==> config.mk <==
export PLATFORM = sky130hd
export DESIGN_NAME = frwm_queue
export DESIGN_NICKNAME = d
export VERILOG_FILES = /design/src/hw/rtl/frame_rate_window_meter_top_macros.svh /design/src/hw/rtl/frwm_pkg.sv /design/src/hw/rtl/frwm_queue.sv
export SDC_FILE = /design/constraint.sdc
export NUM_CORES = 1
export LEC_CHECK = 0
export BUFFER_PORTS_ARGS = -buffer_cell sky130_fd_sc_hd__buf_2
export CAP_MARGIN = 20
export CORE_UTILIZATION = 51
export CTS_CLUSTER_DIAMETER = 200
export DETAILED_ROUTE_END_ITERATION = 12
export PLACE_DENSITY = 0.89
export SLEW_MARGIN = 20
export SYNTH_ARGS = -nofsm -noshare
export SYNTH_HDL_FRONTEND = slang
export SYNTH_SLANG_ARGS = --single-unit
==> constraint.sdc <==
create_clock -name clk_i -period 2.99 [get_ports clk_i]
set_input_delay 0.4485 -clock clk_i [delete_from_list [all_inputs] [get_ports clk_i]]
set_output_delay 0.4485 -clock clk_i [all_outputs]
set_load 0.01 [all_outputs]
==> src/hw/rtl/frame_rate_window_meter_top_macros.svh <==
// Assertion helpers used by the meter's back end.
`ifndef FRAME_RATE_WINDOW_METER_TOP_MACROS_SVH
`define FRAME_RATE_WINDOW_METER_TOP_MACROS_SVH

// Same-cycle implication, checked at every rising edge outside reset.
`define FRWM_ASSERT_IMP(lbl, clk, rst_n, ante, cons) \
  lbl: assert property (@(posedge clk) disable iff (!rst_n) (ante) |-> (cons)) \
    else $error("frwm assertion failed");

// Next-cycle implication, checked at every rising edge outside reset.
`define FRWM_ASSERT_NXT(lbl, clk, rst_n, ante, cons) \
  lbl: assert property (@(posedge clk) disable iff (!rst_n) (ante) |=> (cons)) \
    else $error("frwm assertion failed");

`endif

==> src/hw/rtl/frwm_pkg.sv <==
package frwm_pkg;

  localparam int unsigned StampW   = 64;
  localparam int unsigned TicksW   = 32;
  localparam int unsigned RateW    = 48;
  localparam int unsigned FracW    = 16;
  localparam int unsigned CfgAddrW = 3;
  localparam int unsigned CfgDataW = 32;

  localparam logic [TicksW-1:0] TicksMax      = {TicksW{1'b1}};
  localparam logic [RateW-1:0]  RateMax       = {RateW{1'b1}};
  localparam logic [TicksW-1:0] TickRateReset = 32'd1000000000;

  // Register index, taken from paddr[2].
  localparam logic RegTickRate = 1'b0;

  // One frame length moving from the front end to the queue or the back end.
  typedef struct packed {
    logic              valid;
    logic [TicksW-1:0] ticks;
  } frwm_tick_t;

endpackage

==> src/hw/rtl/frwm_queue.sv <==
module frwm_queue import frwm_pkg::*; (
  input  logic       clk_i,
  input  logic       rst_ni,
  input  frwm_tick_t push_i,
  output logic       ready_o,
  output frwm_tick_t head_o,
  input  logic       pop_i
);

  logic [TicksW-1:0] slot_q [2];
  logic              wr_q, wr_d;
  logic              rd_q, rd_d;
  logic [1:0]        cnt_q, cnt_d;
  logic              do_push, do_pop;

  assign ready_o      = (cnt_q != 2'd2);
  assign do_push      = push_i.valid & ready_o;
  assign do_pop       = pop_i & (cnt_q != 2'd0);
  assign head_o.valid = (cnt_q != 2'd0);
  assign head_o.ticks = slot_q[rd_q];

  always_comb begin
    wr_d  = do_push ? ~wr_q : wr_q;
    rd_d  = do_pop ? ~rd_q : rd_q;
    cnt_d = cnt_q + {1'b0, do_push} - {1'b0, do_pop};
  end

  always_ff @(posedge clk_i) begin
    if (do_push) begin
      slot_q[wr_q] <= push_i.ticks;
    end
  end

  always_ff @(posedge clk_i or negedge rst_ni) begin
    if (!rst_ni) begin
      wr_q  <= 1'b0;
      rd_q  <= 1'b0;
      cnt_q <= 2'd0;
    end else begin
      wr_q  <= wr_d;
      rd_q  <= rd_d;
      cnt_q <= cnt_d;
    end
  end

endmodule

== After elaboration in Yosys (flattened, before gate mapping) ==
Memory sizes are Yosys's and may differ from the RTL's.
Index checks and enable logic that the tools add are counted.
Operators by class
  add/sub/neg operators: 2
  equal/unequal tests: 1
  multiplexer cells: 2
  bitwise logic cells: 4
  reduce and logical (&&, ||, !) cells: 1
Operator list (number)
  $add A2 B1 Y2: 1
  $and A1 B1 Y1: 2
  $mux W1: 2
  $ne A2 B2 Y1 const B: 1
  $not A1 Y1: 2
  $reduce_bool A2 Y1: 1
  $sub A2 B1 Y2: 1
Word-level totals
  flip-flop bits (word level): 4
  memory bits (writable): 64
  input bits: 36
  output and inout bits: 34
  word-level logic and storage cells: 14
  memories: 1
Memory list
  slot_q: depth 2, bits a word 32, rd ports 1, clocked after memory_dff 0, wr ports 1, line frwm_queue.sv:10  | logic [TicksW-1:0] slot_q [2];

== Longest topological paths before layout ==
  depth after elaboration: 4
  gate-level depth with buffers: 7
  depth with buffers taken out: 7

== Least setup slack after synthesis ==
Ideal clock, no wire load.
  path type: register to register
  from: reg cnt_q[1]
  to: mem slot_q[0][0] (enable)
  library setup time: 421 ps
  data arrival time: 2017 ps
  required time: 2569 ps
  slack: 552 ps
  stages on the path, launching flop included: 4
  buffers on the path: 0
  period minus slack after synthesis: 2438 ps
  cells stage by stage: dfrtp_1 -> nand2b_1 -> nand2_1 -> nor2_1
On the way
  word-level cells in the longest chain between the ends: 4
Ends and longest elaborated chain
  start, declared: line frwm_queue.sv:13  | logic [1:0] cnt_q, cnt_d;
  start signal, assigned: line frwm_queue.sv:42  | cnt_q <= cnt_d;
  $ne A2 B2 Y1: line frwm_queue.sv:16  | assign ready_o = (cnt_q != 2'd2);
  net ready_o: line frwm_queue.sv:5  | output logic ready_o,
  $and A1 B1 Y1: line frwm_queue.sv:17  | assign do_push = push_i.valid & ready_o;
  $mux W1: line frwm_queue.sv:29  | if (do_push) begin
  $mux W1 (implied by the code): line frwm_queue.sv:30  | slot_q[wr_q] <= push_i.ticks;
  end, declared: line frwm_queue.sv:10
The timed path passes the listed nets, and every way through them passes these cells.

==> metrics.yaml <==
cts:
  post_cts_resized: 0
  htreeDepth: 3
  clockBufferDepth: 2
  post_cts_buffers: 0
  cts_tree: "yes"
  cts_made_buffers: 9
  cts_sinks: 68
  cts-root-buf: "clkbuf_8"
  postCtsHoldBufs: 1
  clock_latency_ps: 330
  clkTransAtPathRegs_ps: 70
setup_path:
  slowest_delay_ps: 390
  arrival_ps: 1580
  startpoint_type: "register"
  critPathMaxFanout: 33
  crit_slowest_cell: "mux2_2"
  cp.required_ps: 2540
  critical_path_class: "register to output port"
  endpoint_kind: "output port"
  cp-startpoint: "rd_q"
  reg2reg_from: "cnt_q[1]"
  path_cells: "buf_4, mux2_2, buf_2"
timing:
  worst_pin_slew_ps: 942
  setup_slack_ps: 959
  setup_viol: 0
  min_period_ps: 2030
  hold_viol: 0
  slew_headroom: 0.370
  rsz0062_at_grt: "no"
  tns_ps: 0
  clock.fmax_ghz: 0.492
  fin_skew_ps: 3.99
  finalCritPeriodShare: 0.679
  timing.hold.ws_ps: 307
  slew_violations: 0
global_routing:
  overflow: 0
  antenna_found_initial: 0
  track_usage: 0.161
  grt_pass1_wl_um: 5940
  grt_max_degree: 34
  grt_pass1_vias: 1320
floorplan:
  ios: 70
  die_area_um2: 5230
  core_um2: 4720
  die_y_um: 72.3
  die_w_um: 72.3
  initial_core_util: 0.534
  rows: 25
yosys:
  syn-instance-count: 117
  ys_seq_elements: 68
  ys_seq_area_frac: 0.802
  syn_nets: 155
  syn_area_um2: 2520
  yosysWarningCount: 0
  postSynthAreaPerCell_um2: 21.5
  ys_types: 15
pwr:
  p_leak_uw: 0.00121
  powerDensity_nw_per_um2: 974
  vdd_ir_drop_max_v: 0.000494
job:
  cap_viol_max_count: 0
finish:
  fin_util: 0.669
  num-nets-final: 234
  area_growth_pct: 25.3
  layout_common_cells: "69 x buf_2, 64 x edfxtp_1, 32 x mux2_2"
  drive_gt1_frac: 0.602
  n_fill_cell: 321
  layout_commonest_cell: "buf_2"
  diodes: 0
placed_design:
  gp_congestion: 0.677
  pre_cts_ws_ps: 1190
  dpl.hpwl_um: 2520
  port-buffer-count: 69
drt:
  drt_iter0_drc: 52
  routed-via-count: 1309
  drc: 0
  dr.pass1.iters: 4
  wl_per_cell_um: 14.9
  vias_per_cell: 4.88
  wl_um: 4000
  ant_nets: 0
outcome:
  status: "finished clean"
worst_hold_path:
  min_from: "push_i[26]"
  worstHoldPathType: "primary input to register"
power by group:
part           total (uW)  internal [uW]  switching (uW)
registers            1370           1310            62.7
logic                 913            427             486
clock network         793            466             327
path summary, 6_finish.rpt:
| kind | end | slack, ps | cells past startpoint |
|---|---|---|---|
| worst max register to register | slot_q[0][0] | 1210 | 3 |
| worst min register to register | cnt_q[0] | 530 | 1 |
| worst max-delay path | head_o[26] | 960 | 3 |
| max in group asynchronous | wr_q | 2410 | 2 |
| worst min-delay path | slot_q[1][26] | 310 | 1 |
| min in group asynchronous | cnt_q[0] | 460 | 2 |
cell families after synthesis:
group,share of synthesized area
multiplexers,0.143
XOR/XNOR,0.0139
adder cells (fa/ha/maj),0.00993
flip-flops,0.802
buffers and inverters,0.0169
AND/OR/NAND/NOR,0.0139
per-stage QoR:
step | cell area, um^2 | cells | power, uW
2_1_floorplan | 2520 | 117 | 2010
3_3_place_gp | 2930 | 251 | 2270
3_5_place_dp | 2930 | 251 | 2310
4_1_cts | 3160 | 268 | 3120
5_1_grt | 3160 | 268 | 3230
6_report | 3160 | 268 | 3080
flip-flops by register name, indices dropped and copies added, names as in the netlist:
register / count
slot_q: 64
cnt_q: 2
rd_q: 1
wr_q: 1
synthesized netlist by cell type:
library cell / n / area (um^2)
mux2_2: 32 / 360
xnor2_1: 3 / 26.3
and3_1: 1 / 6.26
and2_4: 1 / 8.76
inv_1: 1 / 3.75
nand2_1: 1 / 3.75
xor2_1: 1 / 8.76
dfrtp_1: 4 / 100
nand2b_1: 1 / 6.26
buf_2: 1 / 5.00
buf_6: 3 / 33.8
or2_1: 1 / 6.26
ha_1: 2 / 25.0
edfxtp_1: 64 / 1920
nor2_1: 1 / 3.75
per-layer routing:
| layer | global-route usage | part of all wire | vias to the layer above |
|---|---|---|---|
| met5 | 0 | 0 | - |
| met4 | 0.0784 | 0.013 | 0 |
| met3 | 0.0542 | 0.055 | 4 |
| met2 | 0.280 | 0.52 | 50 |
| met1 | 0.177 | 0.41 | 642 |
| li1 | - | - | 613 |
layout make-up:
| type | instances | area [um^2] | share of cell area |
|---|---|---|---|
| Timing Repair Buffer | 72 | 370 | 0.117 |
| Tap cell | 67 | 83.8 | 0.0265 |
| Multi-Input combinational cell | 44 | 463 | 0.147 |
| Sequential cell | 68 | 2020 | 0.640 |
| Clock buffer | 9 | 124 | 0.0392 |
| Clock inverter | 7 | 91.3 | 0.0289 |
| Inverter | 1 | 3.75 | 0.00119 |
worst max-delay path, delay by kind of cell (launching register included):
family / cells / cell delay, ps
DFF: 1 / 330
muxes: 1 / 390
buffers and inverters: 2 / 520
No activity file was read; power rests on OpenSTA's default activity.
