File: src/hw/rtl/frame_rate_window_meter_top_macros.svh
// Assertion helpers used by the meter's back end.
`ifndef FRAME_RATE_WINDOW_METER_TOP_MACROS_SVH
`define FRAME_RATE_WINDOW_METER_TOP_MACROS_SVH

// Same-cycle implication, checked at every rising edge outside reset.
`define FRWM_ASSERT_IMP(lbl, clk, rst_n, ante, cons) \
  lbl: assert property (@(posedge clk) disable iff (!rst_n) (ante) |-> (cons)) \
    else $error("frwm assertion failed");

// Next-cycle implication, checked at every rising edge outside reset.
`define FRWM_ASSERT_NXT(lbl, clk, rst_n, ante, cons) \
  lbl: assert property (@(posedge clk) disable iff (!rst_n) (ante) |=> (cons)) \
    else $error("frwm assertion failed");

`endif

File: src/hw/rtl/frwm_pkg.sv
package frwm_pkg;

  localparam int unsigned StampW   = 64;
  localparam int unsigned TicksW   = 32;
  localparam int unsigned RateW    = 48;
  localparam int unsigned FracW    = 16;
  localparam int unsigned CfgAddrW = 3;
  localparam int unsigned CfgDataW = 32;

  localparam logic [TicksW-1:0] TicksMax      = {TicksW{1'b1}};
  localparam logic [RateW-1:0]  RateMax       = {RateW{1'b1}};
  localparam logic [TicksW-1:0] TickRateReset = 32'd1000000000;

  // Register index, taken from paddr[2].
  localparam logic RegTickRate = 1'b0;

  // One frame length moving from the front end to the queue or the back end.
  typedef struct packed {
    logic              valid;
    logic [TicksW-1:0] ticks;
  } frwm_tick_t;

endpackage

File: src/hw/rtl/frwm_front.sv
module frwm_front import frwm_pkg::*; (
  input  logic              clk_i,
  input  logic              rst_ni,
  input  logic              s_axis_tvalid,
  output logic              s_axis_tready,
  input  logic [StampW-1:0] s_axis_tdata,   // [63:0] timestamp
  input  logic              q_ready_i,
  output frwm_tick_t        push_o
);

  logic              started_q, started_d;
  logic [StampW-1:0] last_q, last_d;
  logic [StampW-1:0] diff;
  logic              accept;

  assign s_axis_tready = q_ready_i;
  assign accept        = s_axis_tvalid & q_ready_i;

  always_comb begin
    diff      = s_axis_tdata - last_q;
    started_d = started_q | accept;
    last_d    = accept ? s_axis_tdata : last_q;
    push_o.valid = accept;
    if (!started_q) begin
      push_o.ticks = '0;
    end else if (|diff[StampW-1:TicksW]) begin
      push_o.ticks = TicksMax;
    end else begin
      push_o.ticks = diff[TicksW-1:0];
    end
  end

  always_ff @(posedge clk_i or negedge rst_ni) begin
    if (!rst_ni) begin
      started_q <= 1'b0;
      last_q    <= '0;
    end else begin
      started_q <= started_d;
      last_q    <= last_d;
    end
  end

endmodule

File: config.mk
export PLATFORM = sky130hd
export DESIGN_NAME = frwm_front
export DESIGN_NICKNAME = d
export VERILOG_FILES = /design/src/hw/rtl/frame_rate_window_meter_top_macros.svh /design/src/hw/rtl/frwm_pkg.sv /design/src/hw/rtl/frwm_front.sv
export SDC_FILE = /design/constraint.sdc
export NUM_CORES = 1
export LEC_CHECK = 0
export ABC_AREA = 1
export BUFFER_PORTS_ARGS = -buffer_cell sky130_fd_sc_hd__buf_2
export CORE_UTILIZATION = 30
export CTS_BUF_LIST = sky130_fd_sc_hd__clkbuf_8 sky130_fd_sc_hd__clkbuf_16
export DETAILED_ROUTE_END_ITERATION = 8
export MAX_ROUTING_LAYER = met4
export PLACE_DENSITY = 0.56
export SETUP_SLACK_MARGIN = 0.02
export SLEW_MARGIN = 20
export SYNTH_ARGS = -nofsm -noshare
export SYNTH_HDL_FRONTEND = slang
export SYNTH_SLANG_ARGS = --single-unit
File: constraint.sdc
create_clock -name clk_i -period 6.3 [get_ports clk_i]
set_input_delay 0.315 -clock clk_i [delete_from_list [all_inputs] [get_ports clk_i]]
set_output_delay 0.315 -clock clk_i [all_outputs]
set_load 0.03 [all_outputs]
======== Word level (Yosys, flattened, before mapping) ========
Index checks and enable logic that the tools add are counted.
storage, ports and cells
  register bits after elaboration ......... 65
cells by class
  add/subtract/negate cells ............... 1
  multiplexer cells ....................... 2
  bitwise operators ....................... 2
  reductions and logical operators ........ 1
operators by type and width
  operator          count
  $mux 32           2
  $sub 64x64->64    1
  $reduce_or 32->1  1
  $and 1x1->1       1
  $or 1x1->1        1

======== Longest topological paths before layout ========
Gate-level depths: netlist of the first run.
  depth in word-level cells ............... 4
  gate-level depth with buffers ........... 23
  gate-level depth less buffers ........... 22

======== Least setup slack after synthesis of the first run ========
Ideal clock, no wire load.
  path kind ............................... reg-to-output
  start ................................... register last_q[0]
  end ..................................... output push_o[0] (netlist bit)
  arrival time ............................ 2.602 ns
  required time ........................... 5.985 ns
  path slack .............................. 3.383 ns
  stages on the path, launching flop included .. 21
  path buffers ............................ 0
  cell sequence ........................... dfrtp_1 > ha_1 > fa_1 > inv_1 > nand2_1 > nand2_1 > and2_1 > nand3_1 > nand2_1 > nand2_1 > nand2_1 > nand2_1 > nand2_1 > nand2_1 > nand2_1 > nor2_1 > nand2_1 > nor2_2 > nand2_2 > nor2_8 > a21oi_1
RTL lines
  element                   line              source
  start: declaration        frwm_front.sv:12  logic [StampW-1:0] last_q, last_d;
  start signal: assignment  frwm_front.sv:39  last_q <= last_d;
  end: declaration          frwm_front.sv:8   output frwm_tick_t push_o

==> results of run 1 <==
layer usage:
layer  vias up  track usage, %
li1       5113               -
met1      4092           25.45
met2       178           37.34
met3        24           2.359
met4         0           5.290
met5         -               -
report_power, final:
group	switching [W]	internal [W]	total, W
logic	0.000836	0.000385	0.00122
registers	0.0000142	0.000469	0.000484
clock network	0.000223	0.000343	0.000567
flip-flops by register name, indices dropped and copies added, names as in the netlist:
signal	count
started_q	1
last_q	64
stage by stage:
stage | std cells | instance area (um2)
floorplan | 1664 | 9055
global placement | 2137 | 9937
detailed placement | 2137 | 9937
CTS | 2153 | 10250
global route | 2153 | 10250
finish | 2153 | 10250
logic make-up after synthesis:
group,after synthesis
and+or+nand+nor,935
buffers and inverters,426
AOI/OAI and AO/OA,142
DFF,65
adders and majority gates,64
xor gates and xnor gates,32
final cells by class:
| class | count | share of cell area, % |
|---|---|---|
| clock buffers | 9 | 2.197 |
| clock inverters | 7 | 0.8545 |
| inverters | 405 | 14.84 |
| multi-input cells | 1173 | 56.32 |
| flip-flops and latches | 65 | 15.87 |
| well taps | 390 | 4.761 |
| repair buffers | 104 | 5.151 |
critical path, cell delays in order, from the launching register on:
cell and delay (ps):
sky130_fd_sc_hd__dfrtp_1 320, sky130_fd_sc_hd__inv_1 50, sky130_fd_sc_hd__ha_1 390, sky130_fd_sc_hd__nand2_1 130
sky130_fd_sc_hd__nor2_1 240, sky130_fd_sc_hd__inv_1 70, sky130_fd_sc_hd__nor2_1 270, sky130_fd_sc_hd__nand3_1 120
sky130_fd_sc_hd__nand2_1 220, sky130_fd_sc_hd__nand2_1 170, sky130_fd_sc_hd__nand3_1 100, sky130_fd_sc_hd__nand2_1 50
sky130_fd_sc_hd__nor2_1 90, sky130_fd_sc_hd__nand2_1 80, sky130_fd_sc_hd__nor2_1 240, sky130_fd_sc_hd__nand2_2 140
sky130_fd_sc_hd__nor2_8 570, sky130_fd_sc_hd__a21oi_2 120, sky130_fd_sc_hd__buf_2 210
cells in the final DEF (no fill, tap or decap), types with 3 or more instances in the layout:
| cell | count |
|---|---|
| sky130_fd_sc_hd__nand2_1 | 690 |
| sky130_fd_sc_hd__inv_1 | 398 |
| sky130_fd_sc_hd__nor2_1 | 106 |
| sky130_fd_sc_hd__buf_2 | 101 |
| sky130_fd_sc_hd__o21ai_0 | 68 |
| sky130_fd_sc_hd__dfrtp_1 | 65 |
| sky130_fd_sc_hd__ha_1 | 63 |
| sky130_fd_sc_hd__nand3_1 | 55 |
| sky130_fd_sc_hd__a21oi_1 | 43 |
| sky130_fd_sc_hd__a21oi_2 | 30 |
| sky130_fd_sc_hd__xnor2_1 | 29 |
| sky130_fd_sc_hd__nand2_2 | 16 |
| sky130_fd_sc_hd__nor2_2 | 16 |
| sky130_fd_sc_hd__nand4_1 | 14 |
| sky130_fd_sc_hd__nor3_1 | 10 |
| sky130_fd_sc_hd__clkbuf_16 | 9 |
| sky130_fd_sc_hd__inv_2 | 7 |
| sky130_fd_sc_hd__nor3_2 | 6 |
| sky130_fd_sc_hd__and2_1 | 5 |
| sky130_fd_sc_hd__nand3_2 | 5 |
| sky130_fd_sc_hd__nor2_4 | 3 |
| sky130_fd_sc_hd__xor2_1 | 3 |
| sky130_fd_sc_hd__buf_4 | 3 |
worst paths after layout:
path,startpoint,endpoint,slack [ps],cells past startpoint
setup / recovery,last_q[24],push_o[10],2040,18
min in group clk_i,s_axis_tdata[33],last_q[33],170,3
max in group asynchronous,rst_ni,last_q[59],5550,2
hold reg to reg,last_q[63],last_q[63],500,2
setup reg to reg,started_q,started_q,5230,3
hold / removal,rst_ni,last_q[8],160,2
==> results_dict.tcl, run 1 <==
set metrics [dict create \
    drcViolationCount 0 \
    yosys.cell_types.count 33 \
    vdd_drop_max_mv 0.1533 \
    post-route-period-util_pct 67.69 \
    drt_iter0_markers 604 \
    crit_path_end_kind "primary output" \
    synth_top_cell_area_share_pct 28.60 \
    part_of_the_yosys_area_used_for_sequential_elements_pct 17.96 \
    numClockSinks 65 \
    met3RoutedLength_um 1019 \
    ys_top_cells_by_count "sky130_fd_sc_hd__nand2_1 (690), sky130_fd_sc_hd__inv_1 (397), sky130_fd_sc_hd__nor2_1 (106), sky130_fd_sc_hd__o21ai_0 (68), sky130_fd_sc_hd__dfrtp_1 (65)" \
    xor_xnor_portion_of_the_synthesized_cell_area_pct 3.095 \
    synth-adder-area-share_pct 8.926 \
    antenna_left 0 \
    worst_slew_pin_slew_ps 900.6 \
    rsz0062_at_grt "no" \
    p_leak_nw 6.220 \
    synthesis.area_per_instance_um2 5.442 \
    timing.final.max_slew_violations 0 \
    postLayoutCoreUtil_pct 34.58 \
    path_category_of_the_worst_min_delay_check "in -> async" \
    drive_above_1_share_pct 11.57 \
    crit_required_ps 5980 \
    ys.warnings.count 0 \
    htree_num_levels 3 \
    clkSlewWorstSetupHoldPaths_ps 60 \
    wire_per_inst_um 14.32 \
    core_um2 29640 \
    cp-start-kind "flop" \
    grt_usage_pct 21.16 \
    async_reset_ff_share_pct 100.0 \
    hold_buffers 0 \
    path_max_fanout 32 \
    max_slew_margin_vs_limit_pct 39.96 \
    crit_type "reg -> out" \
    p_total_w 0.002271 \
    cts_made_buffers 9 \
    fillCellCount 3478 \
    yosysTopAreaCell "sky130_fd_sc_hd__nand2_1" \
    status "finished, final reports clean" \
    count_leader_synth "sky130_fd_sc_hd__nand2_1" \
    die_x_um 175.7 \
    area_growth_pct 13.20 \
    antenna_cells_inserted 0 \
    final.hold.worst_slack_ps 158.8 \
    area_of_the_die_um2 30880 \
    core.rowCount 63 \
    timing.critical_path.arrival_ps 3950 \
    grt_overflow_total 0 \
    fin_setup_tns_ps 0 \
    drt_pre_antenna_iters 5 \
    fin_skew_ps 0 \
    max_cap_viol_count 0 \
    root_buffer "sky130_fd_sc_hd__clkbuf_16" \
    clock_tree_from_tritoncts "built" \
    post_synth_and_or_nand_nor_area_fraction_pct 42.61 \
    synth.area.mux_share_pct 0 \
    top_signal_layer_used "met4" \
    grt_start_max_net_pins 66 \
    clk_path_buf_depth 2 \
    power-per-cell-area_nw_per_um2 221.6 \
    dp_hpwl_um 26970 \
    wl_met1_um 14200 \
    ys_ff_latch 65 \
    floorplan.initialDensity_pct 30.55 \
    io_pins 102 \
    cts_repair_resize_count 0 \
    route.met2.wl_um 15040 \
    compound_gate_fraction_of_synth_area_pct 9.120 \
    nets 1890 \
    leading_register_cell_type_out_of_synthesis "sky130_fd_sc_hd__dfrtp_1" \
    number_of_endpoints_with_negative_hold_slack_in_the_final_report 0 \
    place.gp.congestion 0.9852 \
    setup_slack_ps 2036 \
    ff_latch_area_um2 1627 \
    postCtsSetupBuffers 0 \
    grt_first_pass_wirelength_um 48330 \
    port_buffers 101 \
    setup_viol_count_final 0 \
    vias 9407 \
    insertion_delay_ps 350 \
    layout_min_cycle_time_ps 4264 \
    max_clock_freq_mhz 234.5 \
    first_global_vias 8954 \
    main_combinational_cell_family_by_area_after_synthesis "simple AND/OR/NAND/NOR gates" \
    post_drt_via_cell_ratio 4.369 \
    grt_antenna_before_repair 0 \
    synth_nets 1796 \
    detail_route.wirelength_um 30830 \
    synth_edf_count 0 \
    dominant_cells_by_area_after_synthesis "sky130_fd_sc_hd__nand2_1 (29%), sky130_fd_sc_hd__dfrtp_1 (18%), sky130_fd_sc_hd__inv_1 (16%)" \
    pre_cts_setup_slack_ps 2355 \
    floorplan.die.height_um 175.7 \
    multi_input_comb_area_um2 5773 \
    syn-instance-count 1664 \
    synthesis.area_um2 9055 \
]
(Power assumes the default switching activity.)
==> run 2: changes to the inputs <==
==> constraint.sdc (replaced) <==
create_clock -name clk_i -period 4 [get_ports clk_i]
set_input_delay 0.2 -clock clk_i [delete_from_list [all_inputs] [get_ports clk_i]]
set_output_delay 0.2 -clock clk_i [all_outputs]
set_load 0.03 [all_outputs]
==> run 2 against run 1 <==
Register-to-register slack worse by 2300 ps. Highest routed layer unchanged. Routed wire length up 0.42%. First-iteration DRC count down 12%. Sequential cell count unchanged. Largest cell class unchanged. Largest power group unchanged. Global-route usage about the same. Combinational power up 59%. Non-clock buffer count up 3. Clock power up 44%. Total power up 55%.
==> results_dict.tcl, run 2 (synthesis results as in run 1) <==
set metrics [dict create \
    p_int_w 0.001830 \
    fin_setup_tns_ps 0 \
    port_buffers 101 \
    setup_viol_count_final 0 \
    drt_pre_antenna_iters 8 \
    final_design_area_no_fill_um2 10320 \
    total_cell_area_at_the_placement_stage_um2 9970 \
    path_max_fanout 16 \
    post_drt_via_cell_ratio 4.385 \
    grt_antenna_before_repair 0 \
    final.hold.worst_slack_ps 78.50 \
    largest-register "last_q" \
    clk_path_buf_depth 2 \
    area_of_the_die_um2 30880 \
    max_clock_freq_mhz 270.1 \
    crit_type "reg -> out" \
    antenna_cells_inserted 0 \
    vdd_drop_max_mv 0.2040 \
    crit_required_ps 3800 \
    largest_register_ffs 64 \
    cts_made_buffers 9 \
    crit_path_end_kind "primary output" \
    area_growth_pct 14.01 \
    place.gp.congestion 0.9556 \
    grt_first_pass_wirelength_um 48420 \
    share_clk_of_total_power_pct 23.2 \
    postLayoutCoreUtil_pct 34.83 \
    timing.critical_path.arrival_ps 3500 \
    path_category_of_the_worst_min_delay_check "in -> reg" \
    wire_per_inst_um 14.36 \
    grt_usage_pct 21.19 \
    layout_min_cycle_time_ps 3703 \
    antenna_left 0 \
    floorplan.initialDensity_pct 30.55 \
    drive_above_1_share_pct 12.17 \
    detail_route.wirelength_um 30960 \
    nets 1893 \
    drt_iter0_markers 532 \
    grt_start_max_net_pins 125 \
    post-route-period-util_pct 92.56 \
    max_slew_margin_vs_limit_pct 44.25 \
    first_global_vias 8933 \
    worst_slew_pin_slew_ps 836.2 \
    floorplan.die.height_um 175.7 \
    timing.final.max_slew_violations 0 \
    status "finished, final reports clean" \
    seq_power_share_pct 21.7 \
    final_cell_mix "sky130_fd_sc_hd__nand2_1 (688), sky130_fd_sc_hd__inv_1 (398), sky130_fd_sc_hd__nor2_1 (102)" \
    root_buffer "sky130_fd_sc_hd__clkbuf_16" \
    p_leak_nw 6.250 \
    rsz0062_at_grt "no" \
    numClockSinks 65 \
    core.rowCount 63 \
    clock_tree_from_tritoncts "built" \
    biggestRegsByFlops "last_q x64, started_q x1" \
    vias 9453 \
    grt_overflow_total 0 \
    cp-start-kind "flop" \
    max_cap_viol_count 0 \
    r2r_setup_slack_ps 2910 \
    clkSlewWorstSetupHoldPaths_ps 60 \
    die_x_um 175.7 \
    p_sw_share_pct 47.99 \
    core_um2 29640 \
    fin_skew_ps 0 \
    mostFrequentLayoutCell "sky130_fd_sc_hd__nand2_1" \
    dp_hpwl_um 27170 \
    comb_power_share_pct 55.2 \
    insertion_delay_ps 340 \
    drcViolationCount 0 \
    power-per-cell-area_nw_per_um2 340.8 \
    postCtsSetupBuffers 0 \
    number_of_endpoints_with_negative_hold_slack_in_the_final_report 0 \
    io_pins 102 \
    power.net_switching_w 0.001688 \
    htree_num_levels 3 \
]
[run 2: power by group through the flow]
stage / combinational (W) / clock, W / sequential (W)
after floorplan: 0.00135 / 0 / 0.000768
after global placement: 0.00194 / 0 / 0.000773
after detailed placement: 0.00194 / 0 / 0.000775
after CTS: 0.00195 / 0.000845 / 0.000763
after global routing: 0.00221 / 0.000867 / 0.000769
final: 0.00194 / 0.000815 / 0.000762
[run 2: critical path, stage by stage, from the launching register on]
cell and delay, ps:
sky130_fd_sc_hd__dfrtp_1 320, sky130_fd_sc_hd__inv_1 50, sky130_fd_sc_hd__ha_1 450, sky130_fd_sc_hd__nand2_1 160, sky130_fd_sc_hd__nor2_1 320, sky130_fd_sc_hd__nand2_1 220
sky130_fd_sc_hd__nor4_1 320, sky130_fd_sc_hd__nand2_1 110, sky130_fd_sc_hd__nand3b_1 90, sky130_fd_sc_hd__nand2_1 50, sky130_fd_sc_hd__nor2_1 140, sky130_fd_sc_hd__nand2_1 80
sky130_fd_sc_hd__nor2_2 90, sky130_fd_sc_hd__nand2_2 90, sky130_fd_sc_hd__nor2_8 140, sky130_fd_sc_hd__buf_12 190, sky130_fd_sc_hd__a21oi_1 80, sky130_fd_sc_hd__buf_2 210
[run 2: final timing paths]
kind / depth (start not counted) / to / start
max in group asynchronous: 3 / last_q[62] / rst_ni
hold / removal: 3 / last_q[23] / s_axis_tdata[23]
min in group asynchronous: 2 / last_q[7] / rst_ni
hold reg to reg: 2 / last_q[63] / last_q[63]
setup / recovery: 17 / push_o[31] / last_q[39]
setup reg to reg: 2 / started_q / started_q
[run 2: layer usage]
metal  part of all wire (%)  vias up  global-route usage, %
met5                      0        -                      -
met2                     49      179                  37.38
met1                     46     4117                  25.13
li1                       -     5121                      -
met4                    2.2        0                  5.906
met3                    3.2       36                  2.576
[run 2: timing repair]
item                                    in CTS  in global routing
endpoints found under the setup margin       0                 32
gates resized for setup                      0                 10
hold buffers                                 1                  0
hold endpoints to repair                    22                  0
[run 2: cell type report]
class	count	area, um2
inverter	405	1521
clock inverter	7	63.81
timing repair buffer	107	595.6
sequential	65	1627
fill	3480	19310
multi-input combinational	1173	5803
tap	390	488.0
clock buffer	9	225.2
[run 2: metrics by stage]
step	worst slack [ps]	power, W	cells
after floorplan	1198	0.002113	1664
after global placement	432.2	0.002718	2138
after detailed placement	453.4	0.002716	2138
after CTS	56.91	0.003558	2155
after global routing	53.84	0.003847	2156
final	297.5	0.003518	2156
